--- src/hw/rtl/cpe_pkg.sv ---
// Shared types, constants and microcode program of the partition enumerator.
package cpe_pkg;

    localparam int DEF_MAX_FUNCTIONS = 8;
    localparam int DEF_MAX_GROUPS    = 8;

    localparam int OP_W       = 2;
    localparam int IDX_W      = 3;
    localparam int VAL_W      = 6;
    localparam int CHOICE_W   = 4;
    localparam int CFG_W      = 4;
    localparam int PART_W     = 24;
    localparam int PART_SEL_W = 3;
    localparam int PART_FUNCS = 8;
    localparam int PTS_W      = 48;
    localparam int TOT_W      = 63;
    localparam int CNT_W      = 25;
    localparam int PADDR_W    = 3;
    localparam int PDATA_W    = 32;
    localparam int STEP_W     = 5;

    localparam logic [CHOICE_W-1:0] NO_CHOICE = 4'd15;
    localparam logic [PTS_W-1:0]    PTS_MAX   = '1;
    localparam logic [TOT_W-1:0]    TOT_MAX   = '1;
    localparam logic [CNT_W-1:0]    CNT_MAX   = '1;

    localparam logic REG_NUM_FUNCTIONS = 1'b0;
    localparam logic REG_NUM_GROUPS    = 1'b1;

    typedef enum logic [OP_W-1:0] {
        OP_WRITE_DEGREE   = 2'd0,
        OP_WRITE_CAPACITY = 2'd1,
        OP_RESTART        = 2'd2,
        OP_FIND_NEXT      = 2'd3
    } op_t;

    typedef enum logic [4:0] {
        A_NONE,
        A_LATCH,
        A_EMIT,
        A_WR_DEG,
        A_WR_CAP,
        A_RESTART,
        A_LOAD_ROW,
        A_SCAN_RD,
        A_COL_INC,
        A_TAKE,
        A_ROW_INC,
        A_CLR_CHOICE,
        A_ROW_DEC,
        A_SET_DONE,
        A_PROD_INIT,
        A_PROD_RD,
        A_PROD_MUL,
        A_ACCUM
    } act_t;

    typedef enum logic [3:0] {
        C_NEVER,
        C_ALWAYS,
        C_NO_CMD,
        C_DISPATCH,
        C_DONE,
        C_COL_END,
        C_NO_HIT,
        C_LAST_ROW,
        C_ROW_ZERO,
        C_K_MORE,
        C_OUT_BUSY
    } cond_t;

    typedef enum logic [STEP_W-1:0] {
        S_EMIT      = 5'd0,
        S_IDLE      = 5'd1,
        S_DISPATCH  = 5'd2,
        S_OP_WDEG   = 5'd3,
        S_OP_WCAP   = 5'd4,
        S_OP_RST    = 5'd5,
        S_OP_FIND   = 5'd6,
        S_FETCH     = 5'd7,
        S_SCAN_ADDR = 5'd8,
        S_SCAN_TEST = 5'd9,
        S_TAKE      = 5'd10,
        S_ADVANCE   = 5'd11,
        S_FAIL      = 5'd12,
        S_ROW_DEC   = 5'd13,
        S_SET_DONE  = 5'd14,
        S_PROD_INIT = 5'd15,
        S_PROD_RD   = 5'd16,
        S_PROD_MUL  = 5'd17,
        S_ACCUM     = 5'd18
    } step_t;

    typedef struct packed {
        act_t  act;
        cond_t cond;
        step_t target;
    } ctrl_word_t;

    typedef struct packed {
        act_t act;
    } ctrl_t;

    typedef struct packed {
        logic no_cmd;
        op_t  op;
        logic done;
        logic col_end;
        logic hit;
        logic last_row;
        logic row_zero;
        logic k_more;
        logic out_busy;
    } status_t;

    // taken condition jumps to target (dispatch jumps by opcode instead), otherwise fall through to the next step
    function automatic ctrl_word_t ucode_rom(input step_t step);
        ctrl_word_t w;
        unique case (step)
            S_EMIT:      w = '{A_EMIT,       C_OUT_BUSY, S_EMIT};
            S_IDLE:      w = '{A_LATCH,      C_NO_CMD,   S_IDLE};
            S_DISPATCH:  w = '{A_NONE,       C_DISPATCH, S_IDLE};
            S_OP_WDEG:   w = '{A_WR_DEG,     C_ALWAYS,   S_EMIT};
            S_OP_WCAP:   w = '{A_WR_CAP,     C_ALWAYS,   S_EMIT};
            S_OP_RST:    w = '{A_RESTART,    C_ALWAYS,   S_EMIT};
            S_OP_FIND:   w = '{A_NONE,       C_DONE,     S_EMIT};
            S_FETCH:     w = '{A_LOAD_ROW,   C_NEVER,    S_IDLE};
            S_SCAN_ADDR: w = '{A_SCAN_RD,    C_COL_END,  S_FAIL};
            S_SCAN_TEST: w = '{A_COL_INC,    C_NO_HIT,   S_SCAN_ADDR};
            S_TAKE:      w = '{A_TAKE,       C_LAST_ROW, S_PROD_INIT};
            S_ADVANCE:   w = '{A_ROW_INC,    C_ALWAYS,   S_FETCH};
            S_FAIL:      w = '{A_CLR_CHOICE, C_ROW_ZERO, S_SET_DONE};
            S_ROW_DEC:   w = '{A_ROW_DEC,    C_ALWAYS,   S_FETCH};
            S_SET_DONE:  w = '{A_SET_DONE,   C_ALWAYS,   S_EMIT};
            S_PROD_INIT: w = '{A_PROD_INIT,  C_NEVER,    S_IDLE};
            S_PROD_RD:   w = '{A_PROD_RD,    C_NEVER,    S_IDLE};
            S_PROD_MUL:  w = '{A_PROD_MUL,   C_K_MORE,   S_PROD_RD};
            S_ACCUM:     w = '{A_ACCUM,      C_ALWAYS,   S_EMIT};
            default:     w = '{A_NONE,       C_ALWAYS,   S_IDLE};
        endcase
        return w;
    endfunction

    function automatic step_t dispatch_step(input op_t op);
        step_t s;
        unique case (op)
            OP_WRITE_DEGREE:   s = S_OP_WDEG;
            OP_WRITE_CAPACITY: s = S_OP_WCAP;
            OP_RESTART:        s = S_OP_RST;
            OP_FIND_NEXT:      s = S_OP_FIND;
        endcase
        return s;
    endfunction

endpackage

--- src/hw/rtl/cpe_ifs.sv ---
// Command and result stream interfaces of the partition enumerator.
interface cpe_cmd_if import cpe_pkg::*; ();
    logic             valid;
    logic             ready;
    logic [OP_W-1:0]  operation;
    logic [IDX_W-1:0] row_index;
    logic [IDX_W-1:0] column_index;
    logic [VAL_W-1:0] value;

    modport source (output valid, output operation, output row_index,
                    output column_index, output value, input ready);
    modport sink   (input valid, input operation, input row_index,
                    input column_index, input value, output ready);
endinterface

interface cpe_rsp_if import cpe_pkg::*; ();
    logic              valid;
    logic              ready;
    logic [PART_W-1:0] partition;
    logic [PTS_W-1:0]  points;
    logic [TOT_W-1:0]  total_points;
    logic [CNT_W-1:0]  partitions_found;
    logic              found;
    logic              exhausted;

    modport source (output valid, output partition, output points, output total_points,
                    output partitions_found, output found, output exhausted,
                    input ready);
    modport sink   (input valid, input partition, input points, input total_points,
                    input partitions_found, input found, input exhausted,
                    output ready);
endinterface

--- src/hw/rtl/cpe_ram.sv ---
// Generic single-port-write RAM with registered read.
module cpe_ram #(
    parameter int WIDTH = 8,
    parameter int DEPTH = 64
) (
    input  logic                                   clk,
    input  logic                                   we,
    input  logic [((DEPTH > 1) ? $clog2(DEPTH) : 1)-1:0] waddr,
    input  logic [WIDTH-1:0]                       wdata,
    input  logic [((DEPTH > 1) ? $clog2(DEPTH) : 1)-1:0] raddr,
    output logic [WIDTH-1:0]                       rdata
);

    logic [WIDTH-1:0] mem [DEPTH];
    logic [WIDTH-1:0] rdata_reg;

    always_ff @(posedge clk)
    begin
        if (we)
        begin
            mem[waddr] <= wdata;
        end
        rdata_reg <= mem[raddr];
    end

    assign rdata = rdata_reg;

endmodule

--- src/hw/rtl/cpe_sequencer.sv ---
// Microcode sequencer: step counter, program ROM and jump conditions.
module cpe_sequencer import cpe_pkg::*; (
    input  logic    clk,
    input  logic    rst_n,
    input  status_t status,
    output ctrl_t   ctrl
);

    step_t      upc_reg;
    step_t      upc_next;
    ctrl_word_t word;
    logic       taken;

    assign word = ucode_rom(upc_reg);

    always_comb
    begin
        unique case (word.cond)
            C_NEVER:    taken = 1'b0;
            C_ALWAYS:   taken = 1'b1;
            C_NO_CMD:   taken = status.no_cmd;
            C_DISPATCH: taken = 1'b1;
            C_DONE:     taken = status.done;
            C_COL_END:  taken = status.col_end;
            C_NO_HIT:   taken = !status.hit;
            C_LAST_ROW: taken = status.last_row;
            C_ROW_ZERO: taken = status.row_zero;
            C_K_MORE:   taken = status.k_more;
            C_OUT_BUSY: taken = status.out_busy;
            default:    taken = 1'b1;
        endcase
    end

    always_comb
    begin
        if (!taken)
        begin
            upc_next = step_t'(upc_reg + 1'b1);
        end
        else if (word.cond == C_DISPATCH)
        begin
            upc_next = dispatch_step(status.op);
        end
        else
        begin
            upc_next = word.target;
        end
    end

    always_comb
    begin
        ctrl.act = word.act;
    end

    always_ff @(posedge clk or negedge rst_n)
    begin
        if (!rst_n)
        begin
            upc_reg <= S_IDLE;
        end
        else
        begin
            upc_reg <= upc_next;
        end
    end

endmodule

--- src/hw/rtl/cpe_datapath.sv ---
// Datapath: degree table, capacities, choice stack, product and sums, result register.
module cpe_datapath import cpe_pkg::*; #(
    parameter int MAX_FUNCTIONS = DEF_MAX_FUNCTIONS,
    parameter int MAX_GROUPS    = DEF_MAX_GROUPS
) (
    input  logic             clk,
    input  logic             rst_n,
    input  logic [CFG_W-1:0] num_functions,
    input  logic [CFG_W-1:0] num_groups,
    input  ctrl_t            ctrl,
    output status_t          status,
    cpe_cmd_if.sink          cmd,
    cpe_rsp_if.source        rsp
);

    localparam int RW     = (MAX_FUNCTIONS > 1) ? $clog2(MAX_FUNCTIONS) : 1;
    localparam int GW     = (MAX_GROUPS > 1) ? $clog2(MAX_GROUPS) : 1;
    localparam int FCW    = $clog2(MAX_FUNCTIONS + 1);
    localparam int GCW    = $clog2(MAX_GROUPS + 1);
    localparam int AW     = (MAX_FUNCTIONS * MAX_GROUPS > 1) ?
                            $clog2(MAX_FUNCTIONS * MAX_GROUPS) : 1;
    localparam int DEPTH  = 1 << AW;
    localparam int PROD_W = PTS_W + VAL_W;
    localparam int SUM_W  = TOT_W + 1;

    op_t               op_reg, op_next;
    logic [IDX_W-1:0]  row_in_reg, row_in_next;
    logic [IDX_W-1:0]  col_in_reg, col_in_next;
    logic [VAL_W-1:0]  val_reg, val_next;

    logic [FCW-1:0]    active_f_reg, active_f_next;
    logic [GCW-1:0]    active_g_reg, active_g_next;
    logic [CHOICE_W-1:0] choice_reg [MAX_FUNCTIONS];
    logic [CHOICE_W-1:0] choice_next [MAX_FUNCTIONS];
    logic [VAL_W-1:0]  remain_reg [MAX_GROUPS];
    logic [VAL_W-1:0]  remain_next [MAX_GROUPS];
    logic [VAL_W-1:0]  cap_reg [MAX_GROUPS];
    logic [VAL_W-1:0]  cap_next [MAX_GROUPS];
    logic [DEPTH-1:0]  deg_valid_reg, deg_valid_next;

    logic [RW-1:0]     r_reg, r_next;
    logic [RW-1:0]     k_reg, k_next;
    logic [GCW-1:0]    col_reg, col_next;
    logic [GW-1:0]     rd_col_reg, rd_col_next;
    logic              dv_reg, dv_next;
    logic [PART_W-1:0] part_reg, part_next;
    logic [PTS_W-1:0]  pts_reg, pts_next;
    logic [TOT_W-1:0]  total_reg, total_next;
    logic [CNT_W-1:0]  count_reg, count_next;
    logic              done_reg, done_next;
    logic              found_reg, found_next;

    logic              out_valid_reg, out_valid_next;
    logic [PART_W-1:0] out_part_reg, out_part_next;
    logic [PTS_W-1:0]  out_pts_reg, out_pts_next;
    logic [TOT_W-1:0]  out_total_reg, out_total_next;
    logic [CNT_W-1:0]  out_count_reg, out_count_next;
    logic              out_found_reg, out_found_next;
    logic              out_exh_reg, out_exh_next;

    logic              wr_in_range;
    logic [AW-1:0]     wr_addr;
    logic [AW-1:0]     scan_addr;
    logic [AW-1:0]     prod_addr;
    logic [AW-1:0]     raddr;
    logic [VAL_W-1:0]  deg_rdata;
    logic [VAL_W-1:0]  deg_eff;
    logic [CHOICE_W-1:0] cur_choice;
    logic [CHOICE_W-1:0] k_choice;
    logic [RW-1:0]     r_inc;
    logic [PROD_W-1:0] prod;
    logic [SUM_W-1:0]  sum;
    logic              hit;
    logic              out_busy;
    logic              emit;
    logic [FCW-1:0]    af_clamped;
    logic [GCW-1:0]    ag_clamped;

    assign wr_in_range = (int'(row_in_reg) < MAX_FUNCTIONS) && (int'(col_in_reg) < MAX_GROUPS);
    assign wr_addr     = AW'(int'(row_in_reg) * MAX_GROUPS + int'(col_in_reg));
    assign cur_choice  = choice_reg[r_reg];
    assign k_choice    = choice_reg[k_reg];
    assign r_inc       = r_reg + 1'b1;
    assign scan_addr   = AW'(int'(r_reg) * MAX_GROUPS + int'(col_reg));
    assign prod_addr   = AW'(int'(k_reg) * MAX_GROUPS + int'(k_choice));
    assign raddr       = (ctrl.act == A_PROD_RD) ? prod_addr : scan_addr;
    assign deg_eff     = dv_reg ? deg_rdata : '0;
    assign hit         = (deg_eff != '0) && (remain_reg[rd_col_reg] != '0);
    assign prod        = PROD_W'(pts_reg) * PROD_W'(deg_eff);
    assign sum         = SUM_W'(total_reg) + SUM_W'(pts_reg);
    assign out_busy    = out_valid_reg && !rsp.ready;
    assign emit        = (ctrl.act == A_EMIT) && !out_busy;

    always_comb
    begin
        if (num_functions == '0)
        begin
            af_clamped = FCW'(1);
        end
        else if (int'(num_functions) > MAX_FUNCTIONS)
        begin
            af_clamped = FCW'(MAX_FUNCTIONS);
        end
        else
        begin
            af_clamped = FCW'(num_functions);
        end
        if (num_groups == '0)
        begin
            ag_clamped = GCW'(1);
        end
        else if (int'(num_groups) > MAX_GROUPS)
        begin
            ag_clamped = GCW'(MAX_GROUPS);
        end
        else
        begin
            ag_clamped = GCW'(num_groups);
        end
    end

    cpe_ram #(
        .WIDTH (VAL_W),
        .DEPTH (DEPTH)
    ) u_degree_ram (
        .clk   (clk),
        .we    ((ctrl.act == A_WR_DEG) && wr_in_range),
        .waddr (wr_addr),
        .wdata (val_reg),
        .raddr (raddr),
        .rdata (deg_rdata)
    );

    always_comb
    begin
        op_next        = op_reg;
        row_in_next    = row_in_reg;
        col_in_next    = col_in_reg;
        val_next       = val_reg;
        active_f_next  = active_f_reg;
        active_g_next  = active_g_reg;
        choice_next    = choice_reg;
        remain_next    = remain_reg;
        cap_next       = cap_reg;
        deg_valid_next = deg_valid_reg;
        r_next         = r_reg;
        k_next         = k_reg;
        col_next       = col_reg;
        rd_col_next    = rd_col_reg;
        dv_next        = deg_valid_reg[raddr];
        part_next      = part_reg;
        pts_next       = pts_reg;
        total_next     = total_reg;
        count_next     = count_reg;
        done_next      = done_reg;
        found_next     = found_reg;
        out_part_next  = out_part_reg;
        out_pts_next   = out_pts_reg;
        out_total_next = out_total_reg;
        out_count_next = out_count_reg;
        out_found_next = out_found_reg;
        out_exh_next   = out_exh_reg;
        out_valid_next = out_valid_reg && !rsp.ready;

        unique case (ctrl.act)
            A_LATCH:
            begin
                op_next     = op_t'(cmd.operation);
                row_in_next = cmd.row_index;
                col_in_next = cmd.column_index;
                val_next    = cmd.value;
            end
            A_EMIT:
            begin
                if (emit)
                begin
                    out_valid_next = 1'b1;
                    out_part_next  = found_reg ? part_reg : '0;
                    out_pts_next   = found_reg ? pts_reg : '0;
                    out_total_next = total_reg;
                    out_count_next = count_reg;
                    out_found_next = found_reg;
                    out_exh_next   = done_reg;
                    found_next     = 1'b0;
                end
            end
            A_WR_DEG:
            begin
                if (wr_in_range)
                begin
                    deg_valid_next[wr_addr] = 1'b1;
                end
            end
            A_WR_CAP:
            begin
                for (int i = 0; i < MAX_GROUPS; i++)
                begin
                    if (int'(col_in_reg) == i)
                    begin
                        cap_next[i] = val_reg;
                    end
                end
            end
            A_RESTART:
            begin
                active_f_next = af_clamped;
                active_g_next = ag_clamped;
                remain_next   = cap_reg;
                for (int i = 0; i < MAX_FUNCTIONS; i++)
                begin
                    choice_next[i] = NO_CHOICE;
                end
                r_next     = '0;
                total_next = '0;
                count_next = '0;
                done_next  = 1'b0;
            end
            A_LOAD_ROW:
            begin
                col_next = '0;
                if (cur_choice != NO_CHOICE)
                begin
                    col_next = GCW'(int'(cur_choice) + 1);
                    for (int i = 0; i < MAX_GROUPS; i++)
                    begin
                        if (int'(cur_choice) == i)
                        begin
                            remain_next[i] = remain_reg[i] + 1'b1;
                        end
                    end
                end
            end
            A_SCAN_RD:
            begin
                rd_col_next = col_reg[GW-1:0];
            end
            A_COL_INC:
            begin
                col_next = col_reg + 1'b1;
            end
            A_TAKE:
            begin
                remain_next[rd_col_reg] = remain_reg[rd_col_reg] - 1'b1;
                choice_next[r_reg]      = CHOICE_W'(rd_col_reg);
            end
            A_ROW_INC:
            begin
                r_next             = r_inc;
                choice_next[r_inc] = NO_CHOICE;
            end
            A_CLR_CHOICE:
            begin
                choice_next[r_reg] = NO_CHOICE;
            end
            A_ROW_DEC:
            begin
                r_next = r_reg - 1'b1;
            end
            A_SET_DONE:
            begin
                done_next = 1'b1;
            end
            A_PROD_INIT:
            begin
                k_next    = '0;
                part_next = '0;
                pts_next  = PTS_W'(1);
            end
            A_PROD_RD:
            begin
                if (int'(k_reg) < PART_FUNCS)
                begin
                    part_next = part_reg |
                                (PART_W'(k_choice[PART_SEL_W-1:0]) << (PART_SEL_W * int'(k_reg)));
                end
            end
            A_PROD_MUL:
            begin
                pts_next = (prod[PROD_W-1:PTS_W] != '0) ? PTS_MAX : prod[PTS_W-1:0];
                k_next   = k_reg + 1'b1;
            end
            A_ACCUM:
            begin
                if (count_reg != CNT_MAX)
                begin
                    count_next = count_reg + 1'b1;
                end
                total_next = sum[TOT_W] ? TOT_MAX : sum[TOT_W-1:0];
                found_next = 1'b1;
            end
            default:
            begin
            end
        endcase
    end

    always_ff @(posedge clk or negedge rst_n)
    begin
        if (!rst_n)
        begin
            active_f_reg  <= FCW'(1);
            active_g_reg  <= GCW'(1);
            for (int i = 0; i < MAX_FUNCTIONS; i++)
            begin
                choice_reg[i] <= NO_CHOICE;
            end
            for (int i = 0; i < MAX_GROUPS; i++)
            begin
                remain_reg[i] <= '0;
                cap_reg[i]    <= '0;
            end
            deg_valid_reg <= '0;
            r_reg         <= '0;
            total_reg     <= '0;
            count_reg     <= '0;
            done_reg      <= 1'b1;
            found_reg     <= 1'b0;
            out_valid_reg <= 1'b0;
        end
        else
        begin
            active_f_reg  <= active_f_next;
            active_g_reg  <= active_g_next;
            choice_reg    <= choice_next;
            remain_reg    <= remain_next;
            cap_reg       <= cap_next;
            deg_valid_reg <= deg_valid_next;
            r_reg         <= r_next;
            total_reg     <= total_next;
            count_reg     <= count_next;
            done_reg      <= done_next;
            found_reg     <= found_next;
            out_valid_reg <= out_valid_next;
        end
    end

    always_ff @(posedge clk)
    begin
        op_reg        <= op_next;
        row_in_reg    <= row_in_next;
        col_in_reg    <= col_in_next;
        val_reg       <= val_next;
        k_reg         <= k_next;
        col_reg       <= col_next;
        rd_col_reg    <= rd_col_next;
        dv_reg        <= dv_next;
        part_reg      <= part_next;
        pts_reg       <= pts_next;
        out_part_reg  <= out_part_next;
        out_pts_reg   <= out_pts_next;
        out_total_reg <= out_total_next;
        out_count_reg <= out_count_next;
        out_found_reg <= out_found_next;
        out_exh_reg   <= out_exh_next;
    end

    assign cmd.ready            = (ctrl.act == A_LATCH);
    assign rsp.valid            = out_valid_reg;
    assign rsp.partition        = out_part_reg;
    assign rsp.points           = out_pts_reg;
    assign rsp.total_points     = out_total_reg;
    assign rsp.partitions_found = out_count_reg;
    assign rsp.found            = out_found_reg;
    assign rsp.exhausted        = out_exh_reg;

    assign status.no_cmd   = !cmd.valid;
    assign status.op       = op_reg;
    assign status.done     = done_reg;
    assign status.col_end  = int'(col_reg) >= int'(active_g_reg);
    assign status.hit      = hit;
    assign status.last_row = (int'(r_reg) + 1) >= int'(active_f_reg);
    assign status.row_zero = (r_reg == '0);
    assign status.k_more   = (int'(k_reg) + 1) < int'(active_f_reg);
    assign status.out_busy = out_busy;

endmodule

--- src/hw/rtl/capacity_partition_enumerator.sv ---
// Top level: APB register file, microcode sequencer and enumeration datapath.
// Each command takes one transfer on cmd and yields one transfer on rsp. Degree
// writes, capacity writes, restarts and finds after exhaustion pass dispatch and
// their own step and then load the result. A find-next request runs a microprogram
// over one shared datapath: dispatch, a fetch of the current row, for each column
// tested a registered read of the degree RAM and then the eligibility test, a take
// on a hit, a step down to the next row, or a back-up of one row (end-of-row read,
// clear, decrement, fetch). A complete partition over N functions then takes a
// setup step, one degree read and one 48x6 multiply per function for the product
// of degrees, then sums and result load; running out takes an end-of-row read,
// clear, done flag and result load. The next command is taken once the result
// register is loaded, even if that result has not yet been taken.
// num_functions and num_groups (APB offsets 0x0 and 0x4) are sampled at restart; 0
// counts as 1 and values above the parameter maximum clamp to it.
module capacity_partition_enumerator import cpe_pkg::*; #(
    parameter int MAX_FUNCTIONS = DEF_MAX_FUNCTIONS,
    parameter int MAX_GROUPS    = DEF_MAX_GROUPS
) (
    input  logic               clk,
    input  logic               rst_n,
    input  logic               psel,
    input  logic               penable,
    input  logic               pwrite,
    input  logic [PADDR_W-1:0] paddr,
    input  logic [PDATA_W-1:0] pwdata,
    output logic [PDATA_W-1:0] prdata,
    output logic               pready,
    cpe_cmd_if.sink            cmd,
    cpe_rsp_if.source          rsp
);

    logic [CFG_W-1:0] nf_reg, nf_next;
    logic [CFG_W-1:0] ng_reg, ng_next;
    logic             cfg_wr;
    ctrl_t            ctrl;
    status_t          status;

    assign pready = 1'b1;
    assign cfg_wr = psel && penable && pwrite && pready;

    always_comb
    begin
        nf_next = nf_reg;
        ng_next = ng_reg;
        if (cfg_wr)
        begin
            unique case (paddr[PADDR_W-1])
                REG_NUM_FUNCTIONS: nf_next = pwdata[CFG_W-1:0];
                REG_NUM_GROUPS:    ng_next = pwdata[CFG_W-1:0];
                default:           nf_next = nf_reg;
            endcase
        end
    end

    always_comb
    begin
        unique case (paddr[PADDR_W-1])
            REG_NUM_FUNCTIONS: prdata = PDATA_W'(nf_reg);
            REG_NUM_GROUPS:    prdata = PDATA_W'(ng_reg);
            default:           prdata = '0;
        endcase
    end

    always_ff @(posedge clk or negedge rst_n)
    begin
        if (!rst_n)
        begin
            nf_reg <= CFG_W'(1);
            ng_reg <= CFG_W'(1);
        end
        else
        begin
            nf_reg <= nf_next;
            ng_reg <= ng_next;
        end
    end

    cpe_sequencer u_sequencer (
        .clk    (clk),
        .rst_n  (rst_n),
        .status (status),
        .ctrl   (ctrl)
    );

    cpe_datapath #(
        .MAX_FUNCTIONS (MAX_FUNCTIONS),
        .MAX_GROUPS    (MAX_GROUPS)
    ) u_datapath (
        .clk           (clk),
        .rst_n         (rst_n),
        .num_functions (nf_reg),
        .num_groups    (ng_reg),
        .ctrl          (ctrl),
        .status        (status),
        .cmd           (cmd),
        .rsp           (rsp)
    );

endmodule

--- src/flat_wrapper.sv ---
// flat-port wrapper written by rule: the top's interface ports become plain ports
module capacity_partition_enumerator_flat import cpe_pkg::*;
#(
    parameter int MAX_FUNCTIONS = DEF_MAX_FUNCTIONS,
    parameter int MAX_GROUPS    = DEF_MAX_GROUPS
)
  (clk, rst_n, psel, penable, pwrite, paddr, pwdata, prdata, pready, cmd_valid, cmd_operation, cmd_row_index, cmd_column_index, cmd_value, cmd_ready, rsp_valid, rsp_partition, rsp_points, rsp_total_points, rsp_partitions_found, rsp_found, rsp_exhausted, rsp_ready);
  cpe_cmd_if cmd_i ();
  cpe_rsp_if rsp_i ();
  input  logic clk;
  input  logic rst_n;
  input  logic psel;
  input  logic penable;
  input  logic pwrite;
  input  logic [PADDR_W-1:0] paddr;
  input  logic [PDATA_W-1:0] pwdata;
  output logic [PDATA_W-1:0] prdata;
  output logic pready;
  input wire logic [$bits(cmd_i.valid)-1:0] cmd_valid;
  input wire logic [$bits(cmd_i.operation)-1:0] cmd_operation;
  input wire logic [$bits(cmd_i.row_index)-1:0] cmd_row_index;
  input wire logic [$bits(cmd_i.column_index)-1:0] cmd_column_index;
  input wire logic [$bits(cmd_i.value)-1:0] cmd_value;
  output wire logic [$bits(cmd_i.ready)-1:0] cmd_ready;
  output wire logic [$bits(rsp_i.valid)-1:0] rsp_valid;
  output wire logic [$bits(rsp_i.partition)-1:0] rsp_partition;
  output wire logic [$bits(rsp_i.points)-1:0] rsp_points;
  output wire logic [$bits(rsp_i.total_points)-1:0] rsp_total_points;
  output wire logic [$bits(rsp_i.partitions_found)-1:0] rsp_partitions_found;
  output wire logic [$bits(rsp_i.found)-1:0] rsp_found;
  output wire logic [$bits(rsp_i.exhausted)-1:0] rsp_exhausted;
  input wire logic [$bits(rsp_i.ready)-1:0] rsp_ready;
  assign cmd_i.valid = cmd_valid;
  assign cmd_i.operation = cmd_operation;
  assign cmd_i.row_index = cmd_row_index;
  assign cmd_i.column_index = cmd_column_index;
  assign cmd_i.value = cmd_value;
  assign cmd_ready = cmd_i.ready;
  assign rsp_valid = rsp_i.valid;
  assign rsp_partition = rsp_i.partition;
  assign rsp_points = rsp_i.points;
  assign rsp_total_points = rsp_i.total_points;
  assign rsp_partitions_found = rsp_i.partitions_found;
  assign rsp_found = rsp_i.found;
  assign rsp_exhausted = rsp_i.exhausted;
  assign rsp_i.ready = rsp_ready;
  capacity_partition_enumerator #(.MAX_FUNCTIONS(MAX_FUNCTIONS), .MAX_GROUPS(MAX_GROUPS)) u_core (.clk(clk), .rst_n(rst_n), .psel(psel), .penable(penable), .pwrite(pwrite), .paddr(paddr), .pwdata(pwdata), .prdata(prdata), .pready(pready), .cmd(cmd_i), .rsp(rsp_i));
endmodule
--- config.mk ---
export PLATFORM = sky130hd
export DESIGN_NAME = capacity_partition_enumerator_flat
export DESIGN_NICKNAME = d
export VERILOG_FILES = /design/src/hw/rtl/cpe_pkg.sv /design/src/hw/rtl/cpe_ifs.sv /design/src/hw/rtl/cpe_ram.sv /design/src/hw/rtl/cpe_sequencer.sv /design/src/hw/rtl/cpe_datapath.sv /design/src/hw/rtl/capacity_partition_enumerator.sv /design/src/flat_wrapper.sv
export SDC_FILE = /design/constraint.sdc
export NUM_CORES = 2
export LEC_CHECK = 0
export ABC_AREA = 1
export BUFFER_PORTS_ARGS = -buffer_cell sky130_fd_sc_hd__buf_4
export CORE_MARGIN = 10
export CORE_UTILIZATION = 55
export CTS_BUF_LIST = sky130_fd_sc_hd__clkbuf_16
export DETAILED_ROUTE_END_ITERATION = 12
export PLACE_DENSITY = 0.75
export SKIP_CTS_REPAIR_TIMING = 1
export SLEW_MARGIN = 10
export SYNTH_ARGS = -nofsm -noshare
export SYNTH_HDL_FRONTEND = slang
export SYNTH_SLANG_ARGS = --single-unit
--- constraint.sdc ---
create_clock -name clk -period 18.47 [get_ports clk]
set_input_delay 2.7705 -clock clk [delete_from_list [all_inputs] [get_ports clk]]
set_output_delay 2.7705 -clock clk [all_outputs]
set_load 0.02 [all_outputs]
* After elaboration in Yosys (flattened, before gate mapping)
Memories as Yosys holds them, arrays and structs flattened. A register that Yosys moved wholly into a read port is not among the register bits.
Index checks and enable logic that the tools add are counted.
W data, S select, Z words.
** Word-level totals
- Register bits :: 566
- Bits in writable memories :: 384
- ROM bits :: 448
- Output and inout bits :: 197
- Word-level logic and storage cells :: 273
- Memories :: 2
** Operators by class
- Add/subtract/negate cells :: 22
- Multiply operators :: 2
- Order comparisons :: 15
- Equal/unequal tests :: 56
- Shifts and indexed selects :: 1
- Muxes and demuxes :: 61
- Bitwise logic cells :: 9
- Reductions and logical operators :: 53
** Memories
- (no name shown) :: words 32, width 14, read ports 1, clocked after Yosys merged registers in 0, write ports 0, RTL line cpe_pkg.sv:119 : unique case (step)
- u_core.u_datapath.u_degree_ram.mem :: words 64, width 6, read ports 1, clocked after Yosys merged registers in 1, write ports 1, RTL line cpe_ram.sv:14 : logic [WIDTH-1:0] mem [DEPTH];
** Operators with widths (count)
- $pmux W48 S3 :: 1
- $pmux W32 S4 :: 1
- $pmux W63 S2 :: 1
- $mux W48 :: 2
- $pmux W48 S2 :: 1
- $mux W6 :: 13
- $add A63 B48 Y64 :: 1
- $or A32 B32 Y32 :: 2
- $or A64 B64 Y64 :: 1
- $pmux W32 S2 :: 1
- $mux W63 :: 1
- $mul A48 B6 Y54 :: 1
- $pmux W25 S2 :: 1
- $add A6 B1 Y6 const B :: 8
- $bwmux W48 :: 1
- $pmux W24 S2 :: 1
- $mux W4 :: 11
- $eq A5 B4 Y1 const B :: 8
- $bwmux W32 :: 1
- $eq A4 B4 Y1 const B :: 7
- $reduce_and A2 Y1 :: 13
- $add A25 B1 Y25 const B :: 1
- $mux W25 :: 1
- $ne A25 B25 Y1 const B :: 1
- 57 further kinds :: 139

* Longest topological paths before layout
- Word-level depth :: 9
- Depth in mapped cells :: 30
- Mapped depth without buffers :: 26

* Cells and area by module
Synthesis repeated with hierarchy kept, for this count alone.
** Unflattened totals
- Cells, all modules :: 6791
- Area, all modules :: 57485.1 um^2
** By module, submodules not included
- cpe_datapath :: instances 1, cells each 5174, area an instance 39870.7 um^2, seq. area each 15168.3 um^2
- cpe_ram :: instances 1, cells each 1376, area an instance 15930.3 um^2, seq. area each 11651.2 um^2
- cpe_sequencer :: instances 1, cells each 159, area an instance 1056.0 um^2, seq. area each 126.4 um^2
- capacity_partition_enumerator :: instances 1, cells each 82, area an instance 628.1 um^2, seq. area each 202.7 um^2

* Least setup slack after synthesis
No wires, ideal clock.
- Kind :: in2reg
- Start point :: in rsp_ready
- End point :: reg u_core.u_datapath.found_reg
- Library setup time :: 608 ps
- Arrival time :: 14094 ps
- Data required time :: 17862 ps
- Setup slack :: 3767 ps
- Stages on the path :: 3
- Buffers on the path :: 0
- Cells stage by stage :: nor2_1 nor3_1 o21ai_0
** Between the ends
- Cells in the longest elaborated chain, start to end :: 6
** Ends and longest elaborated chain
- start, declared :: RTL line flat_wrapper.sv:32 : input wire logic [$bits(rsp_i.ready)-1:0] rsp_ready;
- $logic_not A1 Y1 :: RTL line cpe_datapath.sv:91 : assign out_busy = out_valid_reg && !rsp.ready;
- $logic_and A1 B1 Y1 :: RTL line cpe_datapath.sv:91
- $logic_not A1 Y1 :: RTL line cpe_datapath.sv:92 : assign emit = (ctrl.act == A_EMIT) && !out_busy;
- $logic_and A1 B1 Y1 :: RTL line cpe_datapath.sv:92
- $ne A2 B2 Y1 (no line)
- $reduce_and A2 Y1 (no line)
- end signal, assigned :: RTL line cpe_datapath.sv:332 : found_reg <= found_next;
- end, declared :: RTL line cpe_datapath.sv:51 : logic found_reg, found_next;
No other way between the ends.
A chain may end at the register's enable or synchronous reset.

* Worst setup path after layout
- Start point :: reg u_core.u_datapath.dv_reg
- End point :: reg u_core.u_datapath.pts_reg[37], data pin
** Between the ends
- Cells in the longest elaborated chain, start to end :: 5
** Ends and longest elaborated chain
- start, declared :: RTL line cpe_datapath.sv:45 : logic dv_reg, dv_next;
- start signal, assigned :: RTL line cpe_datapath.sv:346 : dv_reg <= dv_next;
- $mux W6 * :: RTL line cpe_datapath.sv:87 : assign deg_eff = dv_reg ? deg_rdata : '0;
- $mul A48 B6 Y54 * :: RTL line cpe_datapath.sv:89 : assign prod = PROD_W'(pts_reg) * PROD_W'(deg_eff);
- $reduce_bool A6 Y1 :: RTL line cpe_datapath.sv:279 : pts_next = (prod[PROD_W-1:PTS_W] != '0) ? PTS_MAX : prod[PTS_W-1:0];
- $mux W48 * :: RTL line cpe_datapath.sv:279
- $pmux W48 S2 * :: RTL line cpe_datapath.sv:165 : unique case (ctrl.act)
- end signal, assigned :: RTL line cpe_datapath.sv:348 : pts_reg <= pts_next;
- end, declared :: RTL line cpe_datapath.sv:47 : logic [PTS_W-1:0] pts_reg, pts_next;
Mark *: on every way between the ends. The rest lies on a longest branch, timed or not.

==> summary.txt <==
Routing
  • DRC violations left: 0
  • Detail-routed net length per standard cell: 19.7 um
  • Routed wl met3: about 13000 um
  • Top layer reached by signal wires: met5
  • Via/cell ratio: around 5.6
  • DRT iter0 DRCs: ~4600
  • Routed metal-1 wirelength: 65900 um
  • Total length of routed wires: ~170000 um
  • Vias after detailed routing: 47600
  • Router iterations before antenna repair: 9
  • Number of routed nets with antenna violations: 0
  • Met2 wire length: 79000 um

STA
  • Post-route clock skew: roughly 0.061 ns
  • Unrepaired setup endpoints after global routing: false
  • Maximum clock frequency: 153 MHz
  • Slew at the pin closest to its max-slew limit: 1.26 ns
  • Crit share post-route: 0.354
  • Worst slew slack as a fraction of its limit: 0.161
  • Max-slew violations: 0
  • Total negative slack: 0 ns
  • Number of hold-slack violations in the final timing report: 0
  • Minimum clock period after layout: 6.54 ns
  • Final setup violation count: 0
  • Worst setup margin: 11.93 ns

GRT
  • Number of antenna violations at the first check in global routing: 1
  • Leftover overflow at the end of global routing: 0
  • Wire length of the first global-routing pass: 258000 um
  • Maximum number of pins on one net before global-route repair: 164
  • GRT Overall Usage: 0.276
  • Via count of the first global-routing pass: 46200

Logic synthesis
  • Multiplexer share of the synthesized area: 0.000174
  • Part of the Yosys area used for sequential elements: 0.473
  • Simple-gate area share of the yosys netlist: 0.218
  • Number of register bits inferred by synthesis: 956
  • Synth Area in Adders: 0.0986
  • Complex-gate fraction of the synthesized area: 0.0888
  • Async set-or-reset flop fraction in the synthesized netlist: 0.321
  • Post-synthesis instance area: 0.0574 sq mm
  • Mean instance size in the synthesized netlist: 8.38 sq um
  • Combinational family with the most area after synthesis: simple AND/OR/NAND/NOR gates
  • Distinct cell type count after synthesis: 56
  • Xor/xnor cell area share of the yosys netlist: 0.0175
  • Number of standard cells after synthesis: 6854
  • YS warnings: 0
  • Most frequently used flop master after synthesis: sky130_fd_sc_hd__edfxtp_1
  • Number of enable flip-flop cells after synthesis: 642

Clocking
  • Deepest level of the CTS H-tree: 3
  • CTS Sinks: between 900 and 1000
  • Clock buffer count from CTS: 100
  • Maximum number of buffers from clock root to sink: 3
  • Clk_lat worst skew: 0.74 ns
  • CTS tree: done
  • CTS clk-pin slew, worst paths: roughly 0.060 ns
  • Clk Tree Root Cell: sky130_fd_sc_hd__clkbuf_16

Floorplanning
  • Die Outline Area: 0.118 sq mm
  • Placement Rows: between 100 and 150
  • Number of primary I/O pins: approximately 250
  • DIE WIDTH: ~340 um
  • Chip Height: 343 um
  • Initial Utilization: 0.554
  • Core Box Area: 0.104 sq mm

Power and ir drop
  • LEAKAGE: 29.4 nW
  • Maximum resistive drop on vdd: 0.156 mV
  • Power per cell area: 130 mW/mm^2

Critical path
  • Cell with the most instances on the worst path: sky130_fd_sc_hd__nand2_1
  • Peak fanout along the critical path: 48
  • Data arrival time of the worst path: 6.97 ns
  • Required time reported for the critical path endpoint: 18.91 ns
  • Critical path buffer and inverter count: 5
  • Biggest cell delay along the critical path: 0.94 ns
  • Critical register-to-register path startpoint: u_core.u_datapath.dv_reg
  • Crit path from: u_core.u_datapath.dv_reg
  • CP Cell Sequence: nand2_1 -> buf_4 -> inv_1 -> nand2_1 -> fa_1 -> fa_1 -> fa_1 -> inv_1 -> ha_1 -> nand3_1 -> nand2_1 -> nand2_1 -> nand2_1 -> nand2_1 -> nand2_1 -> inv_1 -> o21ai_1 -> nand2_1 -> nand4_1 -> nand2_1 -> nor2_4 -> nand4_1 -> nand2_1 -> inv_1
  • Crit Path Category: register to register
  • Critical Path Slowest Stage Cell: sky130_fd_sc_hd__nor2_4
  • Cell class contributing the biggest share of worst-path delay: simple AND/OR/NAND/NOR gates
  • Type of destination of the critical path: register
  • Critical Path Source Type: register

Placed design
  • Detailed placer's ending HPWL: 116000 um
  • Routability cong.: 0.992
  • Placement Setup Slack: ~12 ns
  • Count of buffers inserted at the top-level ports: 193

Worst hold path
  • Launch instance of the worst min-delay path: u_core.u_datapath.deg_valid_reg[22]
  • Type of the tightest min-delay check: register to register

Job
  • Count of max-cap constraint violations: 0

Cells and area
  • Share of layout cells above drive strength 1: 0.0719
  • Number of nets in the finished design: 7351
  • Synth-to-layout area growth: 10.3%
  • Flip-flop count of the largest register after layout: 384

Outcome
  • Run status: completed
[worst paths after layout]
path	slack [ns]	depth (start not counted)	to
max in group asynchronous	14.17	3	u_core.u_datapath.cap_reg[39]
max	11.93	24	u_core.u_datapath.pts_reg[37]
max reg2reg	11.93	24	u_core.u_datapath.pts_reg[37]
min reg2reg	0.46	2	u_core.u_datapath.deg_valid_reg[22]
min in group asynchronous	2.06	1	u_core.u_datapath.count_reg[22]
min	0.46	2	u_core.u_datapath.deg_valid_reg[22]
[through the flow]
step	utilization	hold WS [ns]	cell area (sq um)	power (mW)	instances
2_1_floorplan	-	0.423	57500	5.13	6881
3_3_place_gp	0.579	0.435	60000	6.10	8232
3_5_place_dp	0.579	0.445	60000	6.18	8232
4_1_cts	0.611	0.458	63400	8.24	8422
5_1_grt	0.611	0.470	63400	8.66	8422
6_report	0.611	0.457	63400	8.24	8425
[where the power goes]
part	total, mW	switching [mW]	internal (mW)
combinational	2.97	2.14	0.827
clock	2.06	0.905	1.15
sequential	3.22	0.261	2.96
total	8.24	3.31	4.94
[Yosys cell counts (all sizes together), types with 14 or more instances]
library cell	instances	area (sq um)
o211ai	23	173
nand3	637	3200
nor4	16	100
fa	186	3720
edfxtp	642	19300
o21a	19	143
a21o	14	105
nand4	82	513
clkbuf	132	497
dfstp	38	998
clkinv	14	52.6
buf	136	746
o22ai	35	219
nor2	755	2850
nor3	65	335
a31oi	21	131
nand2	1427	5380
inv	1249	4690
o21ai	416	2090
xnor2	44	385
ha	155	1940
xor2	71	622
o21bai	22	165
a21oi	269	1350
dfrtp	269	6730
a32oi	21	184
[cell type report]
class	instances	area [sq um]
Sequential cell	956	27100
Clock inverter	87	806
Fill cell	8956	40300
Tap cell	1380	1730
Clock buffer	103	2580
Inverter	1263	4740
Multi-Input combinational cell	4394	24500
Antenna cell	3	7.51
Timing Repair Buffer	239	1830
[worst reg2reg max path, delay by kind of cell (launching register included)]
family	cells	cell delay, ns
adder cells (fa/ha/maj)	4	1.96
flip-flops	1	0.37
AO/OA/AOI/OAI	1	0.28
buffers and inverters	5	0.89
AND/OR/NAND/NOR	14	2.77
[cells in the final DEF, fill, tap and decap left out, types with 13 or more instances in the layout]
| cell | netlist | final |
|---|---|---|
| sky130_fd_sc_hd__nand3_1 | 634 | 634 |
| sky130_fd_sc_hd__xnor2_1 | 44 | 44 |
| sky130_fd_sc_hd__o21ai_0 | 410 | 409 |
| sky130_fd_sc_hd__buf_4 | 31 | 236 |
| sky130_fd_sc_hd__ha_1 | 155 | 155 |
| sky130_fd_sc_hd__nand2_1 | 1416 | 1412 |
| sky130_fd_sc_hd__xor2_1 | 71 | 71 |
| sky130_fd_sc_hd__edfxtp_1 | 642 | 642 |
| sky130_fd_sc_hd__dfrtp_1 | 269 | 268 |
| sky130_fd_sc_hd__nor4_1 | 16 | 16 |
| sky130_fd_sc_hd__inv_2 | 18 | 20 |
| sky130_fd_sc_hd__clkinv_2 | 0 | 25 |
| sky130_fd_sc_hd__inv_1 | 1231 | 1239 |
| sky130_fd_sc_hd__a32oi_1 | 21 | 21 |
| sky130_fd_sc_hd__nor2_1 | 749 | 740 |
| sky130_fd_sc_hd__nand4_1 | 82 | 82 |
| sky130_fd_sc_hd__o21a_1 | 19 | 19 |
| sky130_fd_sc_hd__o21bai_1 | 22 | 22 |
| sky130_fd_sc_hd__fa_1 | 186 | 186 |
| sky130_fd_sc_hd__clkbuf_16 | 0 | 103 |
| sky130_fd_sc_hd__a21oi_1 | 269 | 269 |
| sky130_fd_sc_hd__a31oi_1 | 21 | 21 |
| sky130_fd_sc_hd__nand2_2 | 11 | 13 |
| sky130_fd_sc_hd__nor3_1 | 63 | 61 |
| sky130_fd_sc_hd__conb_1 | 2 | 29 |
| sky130_fd_sc_hd__o211ai_1 | 23 | 23 |
| sky130_fd_sc_hd__o22ai_1 | 35 | 35 |
| sky130_fd_sc_hd__clkinv_1 | 14 | 38 |
| sky130_fd_sc_hd__a21o_1 | 14 | 14 |
| sky130_fd_sc_hd__dfstp_2 | 38 | 38 |
[cells by family after synthesis]
kind of cell / after synthesis
other cells: 2
compound gates: 906
fa+ha+maj: 341
mux: 1
buf+inv: 1531
xor+xnor: 115
simple gates: 3002
flops: 956
[routing by layer]
| layer | global-route usage | vias to the layer above |
|---|---|---|
| li1 | - | 22300 |
| met1 | 0.355 | 22700 |
| met2 | 0.460 | 2169 |
| met3 | 0.0429 | 435 |
| met4 | 0.125 | 2 |
| met5 | 0 | - |
Power figures use the tool's default switching activity.
